<file path="config.mk">
export PLATFORM = sky130hd
export DESIGN_NAME = bldc_six_step_gate_driver_core
export DESIGN_NICKNAME = d
export VERILOG_FILES = /design/src/rtl/core/bldc6s_pkg.sv /design/src/rtl/core/bldc6s_front.sv /design/src/rtl/core/bldc6s_queue.sv /design/src/rtl/core/bldc6s_back.sv /design/src/rtl/core/bldc_six_step_gate_driver_core.sv
export VERILOG_INCLUDE_DIRS = /design/src /design/src/rtl/core
export SDC_FILE = /design/constraint.sdc
export NUM_CORES = 1
export LEC_CHECK = 0
export ABC_AREA = 1
export BUFFER_PORTS_ARGS = -buffer_cell sky130_fd_sc_hd__buf_2
export CAP_MARGIN = 40
export CORE_MARGIN = 1
export CORE_UTILIZATION = 58
export DETAILED_ROUTE_END_ITERATION = 8
export PLACE_DENSITY = 0.9
export SLEW_MARGIN = 20
export SYNTH_ARGS = -nofsm -noshare
export SYNTH_HDL_FRONTEND = slang
export SYNTH_HIERARCHICAL = 1
export SYNTH_SLANG_ARGS = --single-unit
</file>
<file path="constraint.sdc">
create_clock -name clk -period 6.15 [get_ports clk]
set_clock_uncertainty 0.15 [all_clocks]
set_input_delay 1.23 -clock clk [delete_from_list [all_inputs] [get_ports clk]]
set_output_delay 1.23 -clock clk [all_outputs]
set_load 0.005 [all_outputs]
</file>
<file path="src/rtl/core/bldc_six_step_gate_driver_core_macros.svh">
`ifndef BLDC_SIX_STEP_GATE_DRIVER_CORE_MACROS_SVH
`define BLDC_SIX_STEP_GATE_DRIVER_CORE_MACROS_SVH

// Same-cycle implication on clk, off while rst is high.
`define BLDC6S_ASSERT_SAME(label, ante, cons, msg) \
  label: assert property (@(posedge clk) disable iff (rst) (ante) |-> (cons)) \
    else $error(msg);

// Next-cycle implication on clk, off while rst is high.
`define BLDC6S_ASSERT_NEXT(label, ante, cons, msg) \
  label: assert property (@(posedge clk) disable iff (rst) (ante) |=> (cons)) \
    else $error(msg);

`endif

</file>
<file path="src/rtl/core/bldc6s_pkg.sv">
`timescale 1ns / 1ps

package bldc6s_pkg;

  localparam int REQ_W         = 3;
  localparam int SECTOR_W      = 3;
  localparam int DIR_W         = 2;
  localparam int DUTY_W        = 16;
  localparam int MASK_W        = 3;
  localparam int CMP_W         = 13;
  localparam int DUTY_NOW_W    = 10;
  localparam int PHASE_W       = 2;
  localparam int NIB_W         = 4;
  localparam int TABLE_W       = 48;
  localparam int TABLE_ENTRIES = 12;
  localparam int NUM_SECTORS   = 6;
  localparam int IDX_W         = 4;
  localparam int QUEUE_DEPTH   = 2;

  localparam int unsigned MAX_DUTY     = 1000;
  localparam int unsigned PERIOD_TICKS = 4799;

  // duty * PERIOD_TICKS / MAX_DUTY through a reciprocal with one correction step
  localparam int PROD_W      = 2 * DUTY_W;
  localparam int QUOT_W      = DUTY_W;
  localparam int RECIP_SHIFT = PROD_W;
  localparam int RECIP_W     = PROD_W + 1;
  localparam int WIDE_W      = PROD_W + RECIP_W;
  localparam int REM_W       = DUTY_W + 1;

  localparam logic [DUTY_W-1:0]  MAX_DUTY_V     = DUTY_W'(MAX_DUTY);
  localparam logic [DUTY_W-1:0]  PERIOD_TICKS_V = DUTY_W'(PERIOD_TICKS);
  localparam logic [RECIP_W-1:0] RECIP          =
    RECIP_W'((64'd1 << RECIP_SHIFT) / 64'(MAX_DUTY));

  localparam logic [TABLE_W-1:0] TABLE_RESET = 48'h621984984621;

  localparam logic [REQ_W-1:0] REQ_STEP  = 3'd0;
  localparam logic [REQ_W-1:0] REQ_OFF   = 3'd1;
  localparam logic [REQ_W-1:0] REQ_FAULT = 3'd2;
  localparam logic [REQ_W-1:0] REQ_BRAKE = 3'd3;
  localparam logic [REQ_W-1:0] REQ_LOCK  = 3'd4;

  localparam logic [SECTOR_W-1:0] LAST_SECTOR = 3'd5;
  localparam logic [DIR_W-1:0]    DIR_STOP    = 2'b00;
  localparam logic [DIR_W-1:0]    DIR_FWD     = 2'b01;

  localparam logic [PHASE_W-1:0] PHASE_A    = 2'd0;
  localparam logic [PHASE_W-1:0] PHASE_B    = 2'd1;
  localparam logic [PHASE_W-1:0] PHASE_C    = 2'd2;
  localparam logic [PHASE_W-1:0] PHASE_NONE = 2'd3;

  localparam logic [MASK_W-1:0] MASK_NONE = 3'b000;
  localparam logic [MASK_W-1:0] MASK_ALL  = 3'b111;

  typedef struct packed {
    logic [REQ_W-1:0]      req;
    logic                  refuse;
    logic [PHASE_W-1:0]    high_ph;
    logic [PHASE_W-1:0]    low_ph;
    logic                  lock_value;
    logic [DUTY_NOW_W-1:0] duty_now;
    logic [CMP_W-1:0]      compare;
  } cmd_t;

  function automatic logic [NIB_W-1:0] table_entry(input logic [TABLE_W-1:0] tbl,
                                                    input logic [IDX_W-1:0] idx);
    logic [NIB_W-1:0] nib;
    nib = '1;
    for (int i = 0; i < TABLE_ENTRIES; i++) begin
      if (idx == IDX_W'(i)) begin
        nib = tbl[i*NIB_W +: NIB_W];
      end
    end
    return nib;
  endfunction

  function automatic logic [MASK_W-1:0] phase_bit(input logic [PHASE_W-1:0] p);
    logic [MASK_W-1:0] m;
    unique case (p)
      PHASE_A: m = 3'b001;
      PHASE_B: m = 3'b010;
      PHASE_C: m = 3'b100;
      default: m = MASK_NONE;
    endcase
    return m;
  endfunction

endpackage

</file>
<file path="src/rtl/core/bldc6s_front.sv">
`timescale 1ns / 1ps

module bldc6s_front import bldc6s_pkg::*; (
  input  logic                       clk,
  input  logic                       rst,
  input  logic                       cfg_write_en,
  input  logic [TABLE_W-1:0]         cfg_write_data,
  input  logic                       in_valid,
  output logic                       in_ready,
  input  logic [REQ_W-1:0]           req_type,
  input  logic [SECTOR_W-1:0]        sector,
  input  logic signed [DIR_W-1:0]    direction,
  input  logic [DUTY_W-1:0]          duty,
  input  logic                       lock_value,
  output logic                       cmd_valid,
  input  logic                       cmd_ready,
  output cmd_t                       cmd
);

  logic [TABLE_W-1:0] drive_table;

  logic v1, v2, v3;
  logic ready1, ready2, ready3;
  cmd_t c_in, c1, c2, c3;

  logic [DUTY_W-1:0]  sat;
  logic [IDX_W-1:0]   idx;
  logic [NIB_W-1:0]   nib;
  logic [PROD_W-1:0]  p_in, p1, p2;
  logic [WIDE_W-1:0]  wide;
  logic [QUOT_W-1:0]  q2, q3, q_fix;
  logic [PROD_W-1:0]  prod, rem;
  logic [REM_W-1:0]   r3;

  assign ready3   = !v3 || cmd_ready;
  assign ready2   = !v2 || ready3;
  assign ready1   = !v1 || ready2;
  assign in_ready = ready1;

  // classify and look up
  always_comb begin
    sat = (duty > MAX_DUTY_V) ? MAX_DUTY_V : duty;
    idx = (direction == DIR_FWD) ? IDX_W'(sector) : IDX_W'(sector) + IDX_W'(NUM_SECTORS);
    nib = table_entry(drive_table, idx);
    c_in.req        = req_type;
    c_in.refuse     = (sector > LAST_SECTOR) || (direction == DIR_STOP) || (duty == '0);
    c_in.high_ph    = nib[PHASE_W-1:0];
    c_in.low_ph     = nib[NIB_W-1:PHASE_W];
    c_in.lock_value = lock_value;
    c_in.duty_now   = sat[DUTY_NOW_W-1:0];
    c_in.compare    = '0;
    p_in            = PROD_W'(sat) * PROD_W'(PERIOD_TICKS_V);
  end

  assign wide  = WIDE_W'(p1) * WIDE_W'(RECIP);
  assign prod  = PROD_W'(q2) * PROD_W'(MAX_DUTY_V);
  assign rem   = p2 - prod;
  assign q_fix = q3 + QUOT_W'(r3 >= REM_W'(MAX_DUTY_V));

  always_ff @(posedge clk) begin
    if (rst) begin
      drive_table <= TABLE_RESET;
      v1 <= 1'b0;
      v2 <= 1'b0;
      v3 <= 1'b0;
    end else begin
      if (cfg_write_en) begin
        drive_table <= cfg_write_data;
      end
      if (ready1) begin
        v1 <= in_valid;
      end
      if (ready2) begin
        v2 <= v1;
      end
      if (ready3) begin
        v3 <= v2;
      end
    end
  end

  always_ff @(posedge clk) begin
    if (ready1) begin
      c1 <= c_in;
      p1 <= p_in;
    end
    if (ready2) begin
      c2 <= c1;
      p2 <= p1;
      q2 <= wide[RECIP_SHIFT +: QUOT_W];
    end
    if (ready3) begin
      c3 <= c2;
      q3 <= q2;
      r3 <= rem[REM_W-1:0];
    end
  end

  always_comb begin
    cmd         = c3;
    cmd.compare = q_fix[CMP_W-1:0];
  end

  assign cmd_valid = v3;

endmodule

</file>
<file path="src/rtl/core/bldc6s_queue.sv">
`timescale 1ns / 1ps

module bldc6s_queue import bldc6s_pkg::*; (
  input  logic clk,
  input  logic rst,
  input  logic push_valid,
  output logic push_ready,
  input  cmd_t push_cmd,
  output logic pop_valid,
  input  logic pop_ready,
  output cmd_t pop_cmd
);

  localparam int PTR_W = (QUEUE_DEPTH > 1) ? $clog2(QUEUE_DEPTH) : 1;
  localparam int CNT_W = $clog2(QUEUE_DEPTH + 1);

  cmd_t             mem [QUEUE_DEPTH];
  logic [PTR_W-1:0] wr_ptr, rd_ptr;
  logic [CNT_W-1:0] count;
  logic             push, pop;

  assign push_ready = (count != CNT_W'(QUEUE_DEPTH));
  assign pop_valid  = (count != '0);
  assign push       = push_valid && push_ready;
  assign pop        = pop_valid && pop_ready;
  assign pop_cmd    = mem[rd_ptr];

  function automatic logic [PTR_W-1:0] bump(input logic [PTR_W-1:0] ptr);
    return (ptr == PTR_W'(QUEUE_DEPTH - 1)) ? '0 : ptr + PTR_W'(1);
  endfunction

  always_ff @(posedge clk) begin
    if (rst) begin
      wr_ptr <= '0;
      rd_ptr <= '0;
      count  <= '0;
    end else begin
      if (push) begin
        wr_ptr <= bump(wr_ptr);
      end
      if (pop) begin
        rd_ptr <= bump(rd_ptr);
      end
      if (push && !pop) begin
        count <= count + CNT_W'(1);
      end else if (pop && !push) begin
        count <= count - CNT_W'(1);
      end
    end
  end

  always_ff @(posedge clk) begin
    if (push) begin
      mem[wr_ptr] <= push_cmd;
    end
  end

endmodule

</file>
<file path="src/rtl/core/bldc6s_back.sv">
`timescale 1ns / 1ps
`include "bldc_six_step_gate_driver_core_macros.svh"

module bldc6s_back import bldc6s_pkg::*; (
  input  logic                  clk,
  input  logic                  rst,
  input  logic                  cmd_valid,
  output logic                  cmd_ready,
  input  cmd_t                  cmd,
  output logic                  out_valid,
  input  logic                  out_ready,
  output logic [MASK_W-1:0]     high_pwm_mask,
  output logic [MASK_W-1:0]     low_on_mask,
  output logic [CMP_W-1:0]      compare_ticks,
  output logic [DUTY_NOW_W-1:0] duty_now,
  output logic                  main_output_enable,
  output logic                  lock_state,
  output logic                  commutated
);

  logic [PHASE_W-1:0]    last_high, last_low;
  logic [PHASE_W-1:0]    last_high_next, last_low_next;
  logic [MASK_W-1:0]     high_pwm_mask_next, low_on_mask_next;
  logic [CMP_W-1:0]      compare_ticks_next;
  logic [DUTY_NOW_W-1:0] duty_now_next;
  logic                  main_output_enable_next, lock_state_next, commutated_next;
  logic                  gates_off;
  logic                  pop;

  assign cmd_ready = !out_valid || out_ready;
  assign pop       = cmd_valid && cmd_ready;

  always_comb begin
    high_pwm_mask_next      = high_pwm_mask;
    low_on_mask_next        = low_on_mask;
    compare_ticks_next      = compare_ticks;
    duty_now_next           = duty_now;
    last_high_next          = last_high;
    last_low_next           = last_low;
    main_output_enable_next = main_output_enable;
    lock_state_next         = lock_state;
    commutated_next         = 1'b0;
    gates_off               = 1'b0;

    unique case (cmd.req)
      REQ_STEP: begin
        if (cmd.refuse || lock_state) begin
          gates_off = 1'b1;
        end else begin
          main_output_enable_next = 1'b1;
          duty_now_next           = cmd.duty_now;
          compare_ticks_next      = cmd.compare;
          if ((cmd.high_ph != last_high) || (cmd.low_ph != last_low)) begin
            high_pwm_mask_next = phase_bit(cmd.high_ph);
            low_on_mask_next   = phase_bit(cmd.low_ph);
            last_high_next     = cmd.high_ph;
            last_low_next      = cmd.low_ph;
            commutated_next    = 1'b1;
          end
        end
      end
      REQ_OFF: begin
        gates_off = 1'b1;
      end
      REQ_FAULT: begin
        gates_off               = 1'b1;
        main_output_enable_next = 1'b0;
        lock_state_next         = 1'b1;
      end
      REQ_BRAKE: begin
        gates_off = 1'b1;
      end
      REQ_LOCK: begin
        lock_state_next = cmd.lock_value;
      end
      default: begin
      end
    endcase

    if (gates_off) begin
      high_pwm_mask_next = MASK_NONE;
      low_on_mask_next   = MASK_NONE;
      compare_ticks_next = '0;
      duty_now_next      = '0;
      last_high_next     = PHASE_NONE;
      last_low_next      = PHASE_NONE;
    end

    // unless locked, brake overrides the low sides once everything is off and sets the output enable
    if ((cmd.req == REQ_BRAKE) && !lock_state) begin
      low_on_mask_next        = MASK_ALL;
      main_output_enable_next = 1'b1;
    end
  end

  always_ff @(posedge clk) begin
    if (rst) begin
      out_valid          <= 1'b0;
      high_pwm_mask      <= MASK_NONE;
      low_on_mask        <= MASK_NONE;
      compare_ticks      <= '0;
      duty_now           <= '0;
      last_high          <= PHASE_NONE;
      last_low           <= PHASE_NONE;
      main_output_enable <= 1'b1;
      lock_state         <= 1'b0;
      commutated         <= 1'b0;
    end else begin
      if (cmd_ready) begin
        out_valid <= cmd_valid;
      end
      if (pop) begin
        high_pwm_mask      <= high_pwm_mask_next;
        low_on_mask        <= low_on_mask_next;
        compare_ticks      <= compare_ticks_next;
        duty_now           <= duty_now_next;
        last_high          <= last_high_next;
        last_low           <= last_low_next;
        main_output_enable <= main_output_enable_next;
        lock_state         <= lock_state_next;
        commutated         <= commutated_next;
      end
    end
  end

  `BLDC6S_ASSERT_SAME(a_high_single, out_valid, $onehot0(high_pwm_mask), "two high sides on")
  `BLDC6S_ASSERT_SAME(a_disabled_off, !main_output_enable, (high_pwm_mask == MASK_NONE) && (low_on_mask == MASK_NONE), "gates on while disabled")
  `BLDC6S_ASSERT_NEXT(a_commutate_step, pop && (cmd.req != REQ_STEP), !commutated, "commutation without step")
  `BLDC6S_ASSERT_NEXT(a_fault_locks, pop && (cmd.req == REQ_FAULT), lock_state && !main_output_enable, "fault did not lock")

endmodule

</file>
<file path="src/rtl/core/bldc_six_step_gate_driver_core.sv">
`timescale 1ns / 1ps
// Channel   Handshake                   Payload
// in        in_valid / in_ready         req_type, sector, direction, duty, lock_value
// out       out_valid / out_ready       high_pwm_mask, low_on_mask, compare_ticks,
//                                       duty_now, main_output_enable, lock_state,
//                                       commutated
// cfg       cfg_write_en                cfg_write_data (drive table)
//
// One item per cycle sustained while out_ready holds high; an accepted input passes the
// front's compare scaling pipeline (multiply, reciprocal, correct), the queue and the back's
// output register before result valid. Reset clears all gates, duty and compare, sets the
// output enable, clears the lock. A stalled output holds the result; the 2-entry queue and
// front stages then fill before in_ready drops.

module bldc_six_step_gate_driver_core import bldc6s_pkg::*; (
  input  logic                  clk,
  input  logic                  rst,
  input  logic                  cfg_write_en,
  input  logic [TABLE_W-1:0]    cfg_write_data,
  input  logic                  in_valid,
  output logic                  in_ready,
  input  logic [REQ_W-1:0]      req_type,
  input  logic [SECTOR_W-1:0]   sector,
  input  logic signed [DIR_W-1:0] direction,
  input  logic [DUTY_W-1:0]     duty,
  input  logic                  lock_value,
  output logic                  out_valid,
  input  logic                  out_ready,
  output logic [MASK_W-1:0]     high_pwm_mask,
  output logic [MASK_W-1:0]     low_on_mask,
  output logic [CMP_W-1:0]      compare_ticks,
  output logic [DUTY_NOW_W-1:0] duty_now,
  output logic                  main_output_enable,
  output logic                  lock_state,
  output logic                  commutated
);

  logic fq_valid, fq_ready;
  cmd_t fq_cmd;
  logic qb_valid, qb_ready;
  cmd_t qb_cmd;

  bldc6s_front u_front (
    .clk            (clk),
    .rst            (rst),
    .cfg_write_en   (cfg_write_en),
    .cfg_write_data (cfg_write_data),
    .in_valid       (in_valid),
    .in_ready       (in_ready),
    .req_type       (req_type),
    .sector         (sector),
    .direction      (direction),
    .duty           (duty),
    .lock_value     (lock_value),
    .cmd_valid      (fq_valid),
    .cmd_ready      (fq_ready),
    .cmd            (fq_cmd)
  );

  bldc6s_queue u_queue (
    .clk        (clk),
    .rst        (rst),
    .push_valid (fq_valid),
    .push_ready (fq_ready),
    .push_cmd   (fq_cmd),
    .pop_valid  (qb_valid),
    .pop_ready  (qb_ready),
    .pop_cmd    (qb_cmd)
  );

  bldc6s_back u_back (
    .clk                (clk),
    .rst                (rst),
    .cmd_valid          (qb_valid),
    .cmd_ready          (qb_ready),
    .cmd                (qb_cmd),
    .out_valid          (out_valid),
    .out_ready          (out_ready),
    .high_pwm_mask      (high_pwm_mask),
    .low_on_mask        (low_on_mask),
    .compare_ticks      (compare_ticks),
    .duty_now           (duty_now),
    .main_output_enable (main_output_enable),
    .lock_state         (lock_state),
    .commutated         (commutated)
  );

endmodule
</file>
==> flow_metrics.py, run 1 <==
metrics = {
    "run_status": {
        "status": "complete, but fails checks",
        "violations": "setup timing",
    },
    "detailed_routing": {
        "num_vias": 22708,
        "top_layer": "met4",
        "wl_met1_um": 27000,
        "viasPerCell": 5.71,
        "route.met3.wl_um": 6600,
        "met2WireLength_um": 39000,
        "drtAntennaViolNets": 0,
        "drt-total-wl_um": 78900,
        "first_pass_iters": 9,
        "drtIter0Drc": 2352,
        "drc": 0,
        "wl_per_cell_um": 19.8,
    },
    "die": {
        "core_um2": 48100,
        "initial_core_util_pct": 59.4,
        "die_h_um": 224,
        "die_width_um": 224,
        "ioPinCount": 112,
        "die-area_um2": 50200,
        "num_rows": 80,
    },
    "layout": {
        "area_growth_pct": 13.4,
        "nFillCells": 3256,
        "nNetsFinal": 4097,
        "drive_above_1_share_pct": 13.6,
    },
    "placed_design": {
        "gp_congestion": 0.988,
        "io_buffers": 111,
        "place_ws_ns": -0.470,
        "dpl.hpwl_um": 57900,
    },
    "critical_path": {
        "crit_path_start_kind": "input pin",
        "worst_setup_path_end_kind": "flop",
        "worstPathRequired_ns": 6.34,
        "critPathKind": "input pin to flop",
        "cp_max_fo": 3,
        "crit_path_top_delay_cell": "fa_1",
        "arrival_ns": 6.35,
        "crit_path_max_incr_delay_ns": 0.54,
        "cpMostUsedCell": "inv_1",
    },
    "grt": {
        "antenna_found_initial": 1,
        "grt_pass1_wl_um": 119000,
        "gr-total-overflow": 0,
        "grt_pass1_vias": 23717,
        "grt_max_degree": 57,
        "grt_usage_pct": 30.5,
    },
    "synthesis": {
        "netlist_area_um2": 28600,
        "synth.top_cell.area_share_pct": 21.4,
        "synth_xor_area_share_pct": 2.67,
        "synth_compound_area_share_pct": 6.95,
        "yosysTopAreaCell": "edfxtp_1",
        "synthCells": 2962,
        "synth-simple-area-share_pct": 9.68,
        "synth.area.top_cells": "edfxtp_1 (21%), fa_1 (21%), ha_1 (18%)",
        "synthAdderAreaFrac_pct": 39.6,
        "synth_sequential_area_ratio_pct": 28.0,
        "synth_cell_types": 60,
        "synth_mux_area_share_pct": 1.66,
        "yosys_warnings": 6,
        "avgSynthCellArea_um2": 9.65,
        "synth-seq-cells": 297,
        "synth_top_family_by_area": "adder cells",
    },
    "run": {
        "drv_cap": 0,
    },
    "worst_hold_path": {
        "hold_class": "flop to flop",
    },
    "clocking": {
        "clk_pin_slew_ns": 0.06,
        "cts_inserted_buffers": 30,
        "insertion_delay_ns": 0.60,
        "h-tree-depth": 1,
        "cts_tree": "built",
        "cts_sinks": 297,
        "clock-root-buffer": "clkbuf_16",
        "clockBufferDepth": 3,
    },
    "timing": {
        "fin_ws_ns": -0.00412,
        "fin_crit_ns": 6.15,
        "fmax_mhz": 162,
        "rsz0062_at_grt": "true",
        "hold_violations": 0,
        "finalSetupTns_ns": -0.00412,
        "setup_viol_count_final": 1,
        "tightest_slew_ns": 0.684,
        "maxSlewHeadroom_pct": 54.4,
        "finalMaxSlewViolations": 0,
        "period_share_pct": 100,
    },
}
[kinds of logic after synthesis]
family | after synthesis
other | 2
XOR/XNOR | 87
adder cells (fa/ha/maj) | 720
buffers and inverters | 850
flip-flops | 297
AND/OR/NAND/NOR | 624
multiplexers | 32
AO/OA/AOI/OAI | 350
[area by class of cell]
| type | count | area [um^2] | area share (%) |
|---|---|---|---|
| sequential | 297 | 7990 | 24.6 |
| timing repair buffer | 281 | 1900 | 5.85 |
| clock buffer | 40 | 830 | 2.56 |
| tap | 656 | 821 | 2.53 |
| clock inverter | 16 | 140 | 0.432 |
| multi-input combinational | 1869 | 17700 | 54.4 |
| inverter | 820 | 3090 | 9.53 |
| antenna | 1 | 2.50 | 0.00772 |
[per-stage QoR]
stage	util, %	hold slack (ns)	cell area [um^2]	instances
2_1_floorplan	-	0.250	28800	3016
3_3_place_gp	64.6	0.251	31100	3893
3_5_place_dp	64.7	0.255	31100	3896
4_1_cts	66.7	0.270	32100	3952
5_1_grt	67.3	0.272	32400	3980
6_report	67.3	0.271	32400	3980
[sequential cells by signal, summed over array words and instances, names as in the netlist, 2 cells and up, named ones only]
register,flops
u_front/p2,14
u_back/last_low,2
u_front/c1,19
u_queue/count,2
u_front/cmd,19
u_front/q3,13
u_back/duty_now,10
u_queue/mem,64
u_back/high_pwm_mask,3
u_front/r3,14
u_front/drive_table,48
u_back/low_on_mask,3
u_front/p1,28
u_front/q2,14
u_front/c2,19
u_back/compare_ticks,13
u_back/last_high,2
[placed cells by master (no fill, tap or decap), types with 18 or more instances in the layout]
cell type and count:
nand2_1 282, conb_1 56, a21oi_1 157, inv_2 18, buf_4 164, nor3_1 19, clkbuf_16 31, ha_1 407
o21ai_0 92, nand4_1 26, dfxtp_1 92, fa_1 303, edfxtp_1 204, nand3_1 73, a22oi_1 20, xnor2_1 27
buf_2 111, mux2_4 30, inv_1 798, nor2_1 164, xor2_1 60
[layer usage]
layer  up-vias  track usage (%)
li1       9975                -
met1     10741             33.9
met2      1453             54.0
met3       539             5.31
met4         0             19.6
met5         -                0
[synthesized netlist by cell type, drive strengths merged]
library cell,count
o221ai,4
o21bai,11
nand3b,3
or2,3
ha,414
nor4,8
buf,12
inv,819
a21boi,4
nand4,26
mux2,32
o22ai,3
a21o,11
clkbuf,18
edfxtp,204
fa,306
a211oi,3
o31ai,2
o41ai,1
a21oi,162
and2,1
a31oi,10
xnor2,27
clkinv,1
conb,2
o2111ai,1
o21a,6
nor3b,1
nand3,76
o311ai,2
a22oi,20
o211ai,5
o21ai,104
dfxtp,93
nor3,21
nor2,188
xor2,60
nand2,297
a31o,1
[final timing paths]
check | startpoint | endpoint | slack, ns | cells past startpoint
setup / recovery | duty[1] | u_front/p1[21] | -0.004 | 28
hold / removal | u_front/c2[28] | u_front/cmd[28] | 0.27 | 0
setup reg to reg | u_front/p1[16] | u_front/q2[9] | 0.04 | 21
hold reg to reg | u_front/c2[28] | u_front/cmd[28] | 0.27 | 0
[critical path: cells and delay by family]
kind,cells,cell delay [ns]
adders and majority gates,6,2.41
buffers and inverters,9,0.79
AOI/OAI and AO/OA,7,1.29
and+or+nand+nor,5,0.47
xor gates and xnor gates,1,0.15
[repair_timing]
item,CTS,global route
endpoints found under the setup margin,0,24
hold buffers,0,0
resized for setup,0,24
setup buffers,0,25
Power of run 1 is left out: the tool's default activity adds up to more than one toggle a clock period on the data nets, which glitch-free logic cannot reach.
==> run 2, diff against run 1 <==
--- a/config.mk
+++ b/config.mk
@@ -6,13 +6,12 @@
 export SDC_FILE = /design/constraint.sdc
 export NUM_CORES = 1
 export LEC_CHECK = 0
-export ABC_AREA = 1
 export BUFFER_PORTS_ARGS = -buffer_cell sky130_fd_sc_hd__buf_2
 export CAP_MARGIN = 40
 export CORE_MARGIN = 1
 export CORE_UTILIZATION = 58
 export DETAILED_ROUTE_END_ITERATION = 8
-export PLACE_DENSITY = 0.9
+export PLACE_DENSITY = 0.91
 export SLEW_MARGIN = 20
 export SYNTH_ARGS = -nofsm -noshare
 export SYNTH_HDL_FRONTEND = slang
==> flow_metrics.py, run 2 <==
metrics = {
    "layout": {
        "layout.cells.most_common": "inv_1",
        "largest_reg_flops": 64,
        "stdcell_count": 3655,
        "reg_top3": "u_queue/mem x64, u_front/drive_table x48, u_front/p1 x28",
        "layout_common_cells": "inv_1 (640), ha_1 (369), fa_1 (299)",
        "area_growth_pct": 20.7,
        "top_register": "u_queue/mem",
        "drive_above_1_share_pct": 22.3,
        "nNetsFinal": 3823,
    },
    "timing": {
        "rsz0062_at_grt": "true",
        "fin_ws_ns": -1.07,
        "hold_violations": 0,
        "setup_viol_count_final": 16,
        "fmax_mhz": 139,
        "fin_crit_ns": 7.22,
        "finalMaxSlewViolations": 0,
        "tightest_slew_ns": 0.866,
        "period_share_pct": 117,
        "maxSlewHeadroom_pct": 42.3,
    },
    "die": {
        "num_rows": 79,
        "die-area_um2": 48300,
        "initial_core_util_pct": 58.9,
        "die_width_um": 220,
        "die_h_um": 220,
        "ioPinCount": 112,
        "core_um2": 46700,
    },
    "synthesis": {
        "ys_top_cells_by_count": "inv_1 (672), ha_1 (414), fa_1 (306), edfxtp_1 (204), nor2_1 (118)",
        "synth_top_family_by_area": "adder cells",
        "yosysMostFrequentCell": "inv_1",
        "avgSynthCellArea_um2": 10.7,
        "synth_compound_area_share_pct": 5.90,
        "synth.area.top_cells": "edfxtp_1 (22%), fa_1 (22%), ha_1 (19%)",
        "synth-simple-area-share_pct": 6.82,
        "synthAdderAreaFrac_pct": 41.2,
        "synth-seq-cells": 297,
        "synth_sequential_area_ratio_pct": 29.1,
        "netlist_area_um2": 27500,
        "ys.flop_type": "edfxtp_1",
        "synth.top_cell.area_share_pct": 22.3,
        "yosys_warnings": 6,
        "yosysTopAreaCell": "edfxtp_1",
        "synth_xor_area_share_pct": 3.22,
        "synth_edf_count": 204,
        "synth_mux_area_share_pct": 3.86,
        "synth_cell_types": 81,
        "synthArstFlopShare_pct": 0,
        "synthCells": 2579,
    },
    "detailed_routing": {
        "wl_per_cell_um": 26.0,
        "viasPerCell": 6.24,
        "drtAntennaViolNets": 0,
        "drtIter0Drc": 3017,
        "drc": 8,
        "drt-total-wl_um": 95100,
        "num_vias": 22801,
        "first_pass_iters": 9,
    },
    "clocking": {
        "clk_pin_slew_ns": 0.07,
        "clock-root-buffer": "clkbuf_16",
        "insertion_delay_ns": 0.58,
        "cts_sinks": 297,
        "cts_inserted_buffers": 28,
        "h-tree-depth": 1,
        "clockBufferDepth": 3,
        "cts_tree": "built",
    },
    "placed_design": {
        "gp_congestion": 0.982,
        "dpl.hpwl_um": 54200,
        "io_buffers": 111,
        "dp.cells": 3540,
    },
    "critical_path": {
        "crit_path_start_kind": "flop",
        "arrival_ns": 7.40,
        "cp_max_fo": 4,
        "worstPathRequired_ns": 6.33,
        "critPathKind": "flop to flop",
        "worst_setup_path_end_kind": "flop",
    },
    "run": {
        "drv_cap": 0,
    },
    "run_status": {
        "violations": "DRC, setup timing",
        "status": "complete, but fails checks",
    },
    "worst_hold_path": {
        "hold_class": "flop to flop",
    },
    "grt": {
        "grt_pass1_vias": 23610,
        "antenna_found_initial": 4,
        "grt_pass1_wl_um": 123000,
        "grt_usage_pct": 33.6,
        "grt_max_degree": 50,
        "gr-total-overflow": 0,
    },
}
run 2: cell types whose count changed after synthesis, sizes merged, moves of 21 or more:
cell	change
nand4	-21
a21oi	-80
nand2	-207
nor2	-69
o21ai	-49
xnor2	+46
nor2b	+23
mux2i	+62
nand3	-35
inv	-147
xor2	-32
run 2: final timing paths:
kind | start | end | depth (start not counted) | slack, ns
max reg2reg | u_front/p1[16] | u_front/q2[10] | 24 | -1.07
min reg2reg | u_front/c2[31] | u_front/cmd[31] | 0 | 0.27
max | u_front/p1[16] | u_front/q2[10] | 24 | -1.07
min | u_front/c2[31] | u_front/cmd[31] | 0 | 0.27
run 2: cell type report:
| class | instances | area [um^2] |
|---|---|---|
| Antenna cell | 1 | 2.50 |
| Clock buffer | 32 | 757 |
| Clock inverter | 20 | 186 |
| Fill cell | 2666 | 13500 |
| Inverter | 675 | 2540 |
| Multi-Input combinational cell | 1615 | 18000 |
| Sequential cell | 297 | 7990 |
| Tap cell | 607 | 759 |
| Timing Repair Buffer | 408 | 2950 |
run 2: cells by family (layout without fill, tap and decap cells):
logic type,after synthesis,after routing
AND/OR/NAND/NOR,382,382
adder cells (fa/ha/maj),722,722
XOR/XNOR,101,101
flip-flops,297,297
other,2,57
multiplexers,99,99
buffers and inverters,721,1135
AO/OA/AOI/OAI,255,255
run 2: worst max-delay path, stage by stage (launching register included):
cell and delay (ns):
edfxtp_1 0.50, buf_6 0.18, buf_4 0.16, ha_1 0.27
inv_1 0.05, fa_1 0.49, fa_1 0.58, inv_1 0.07
fa_1 0.49, fa_1 0.44, inv_1 0.27, fa_2 0.53
inv_1 0.11, ha_1 0.29, and4_4 0.22, a211oi_4 0.51
buf_4 0.21, nor4_2 0.06, a211oi_4 0.33, a211oi_2 0.13
o31a_2 0.35, o21ai_4 0.19, nand2b_4 0.09, buf_4 0.14
xor2_1 0.13
run 2: metal layers:
metal  GRT usage [%]  vias to the layer above  wire (um)
met5               0                        -        159
li1                -                     9122          -
met3            7.27                      836      12100
met2            58.2                     1996      44100
met4            23.1                       10       9580
met1            36.6                    10837      29200
run 2: timing repair:
action	4_1_cts	5_1_grt
hold buffers	0	0
gates cloned	0	0
buffers inserted	35	32
endpoints found under the setup margin	16	23
pin swaps	59	67
resized for setup	62	108
run 2: metrics by stage:
| stage | hold WS (ns) | TNS [ns] | utilization (%) | setup WS [ns] | instance area (um^2) |
|---|---|---|---|---|---|
| global route | 0.271 | -16.14 | 71.1 | -1.37 | 33200 |
| global placement | 0.255 | -3.66 | 66.3 | -0.355 | 30900 |
| CTS | 0.258 | -3.98 | 69.5 | -0.535 | 32400 |
| floorplan | 0.250 | -0.532 | - | -0.197 | 28100 |
| finish | 0.269 | -12.74 | 71.1 | -1.07 | 33200 |
| detailed placement | 0.255 | -9.60 | 66.3 | -0.655 | 30900 |
Power of run 2 is left out for the same reason.
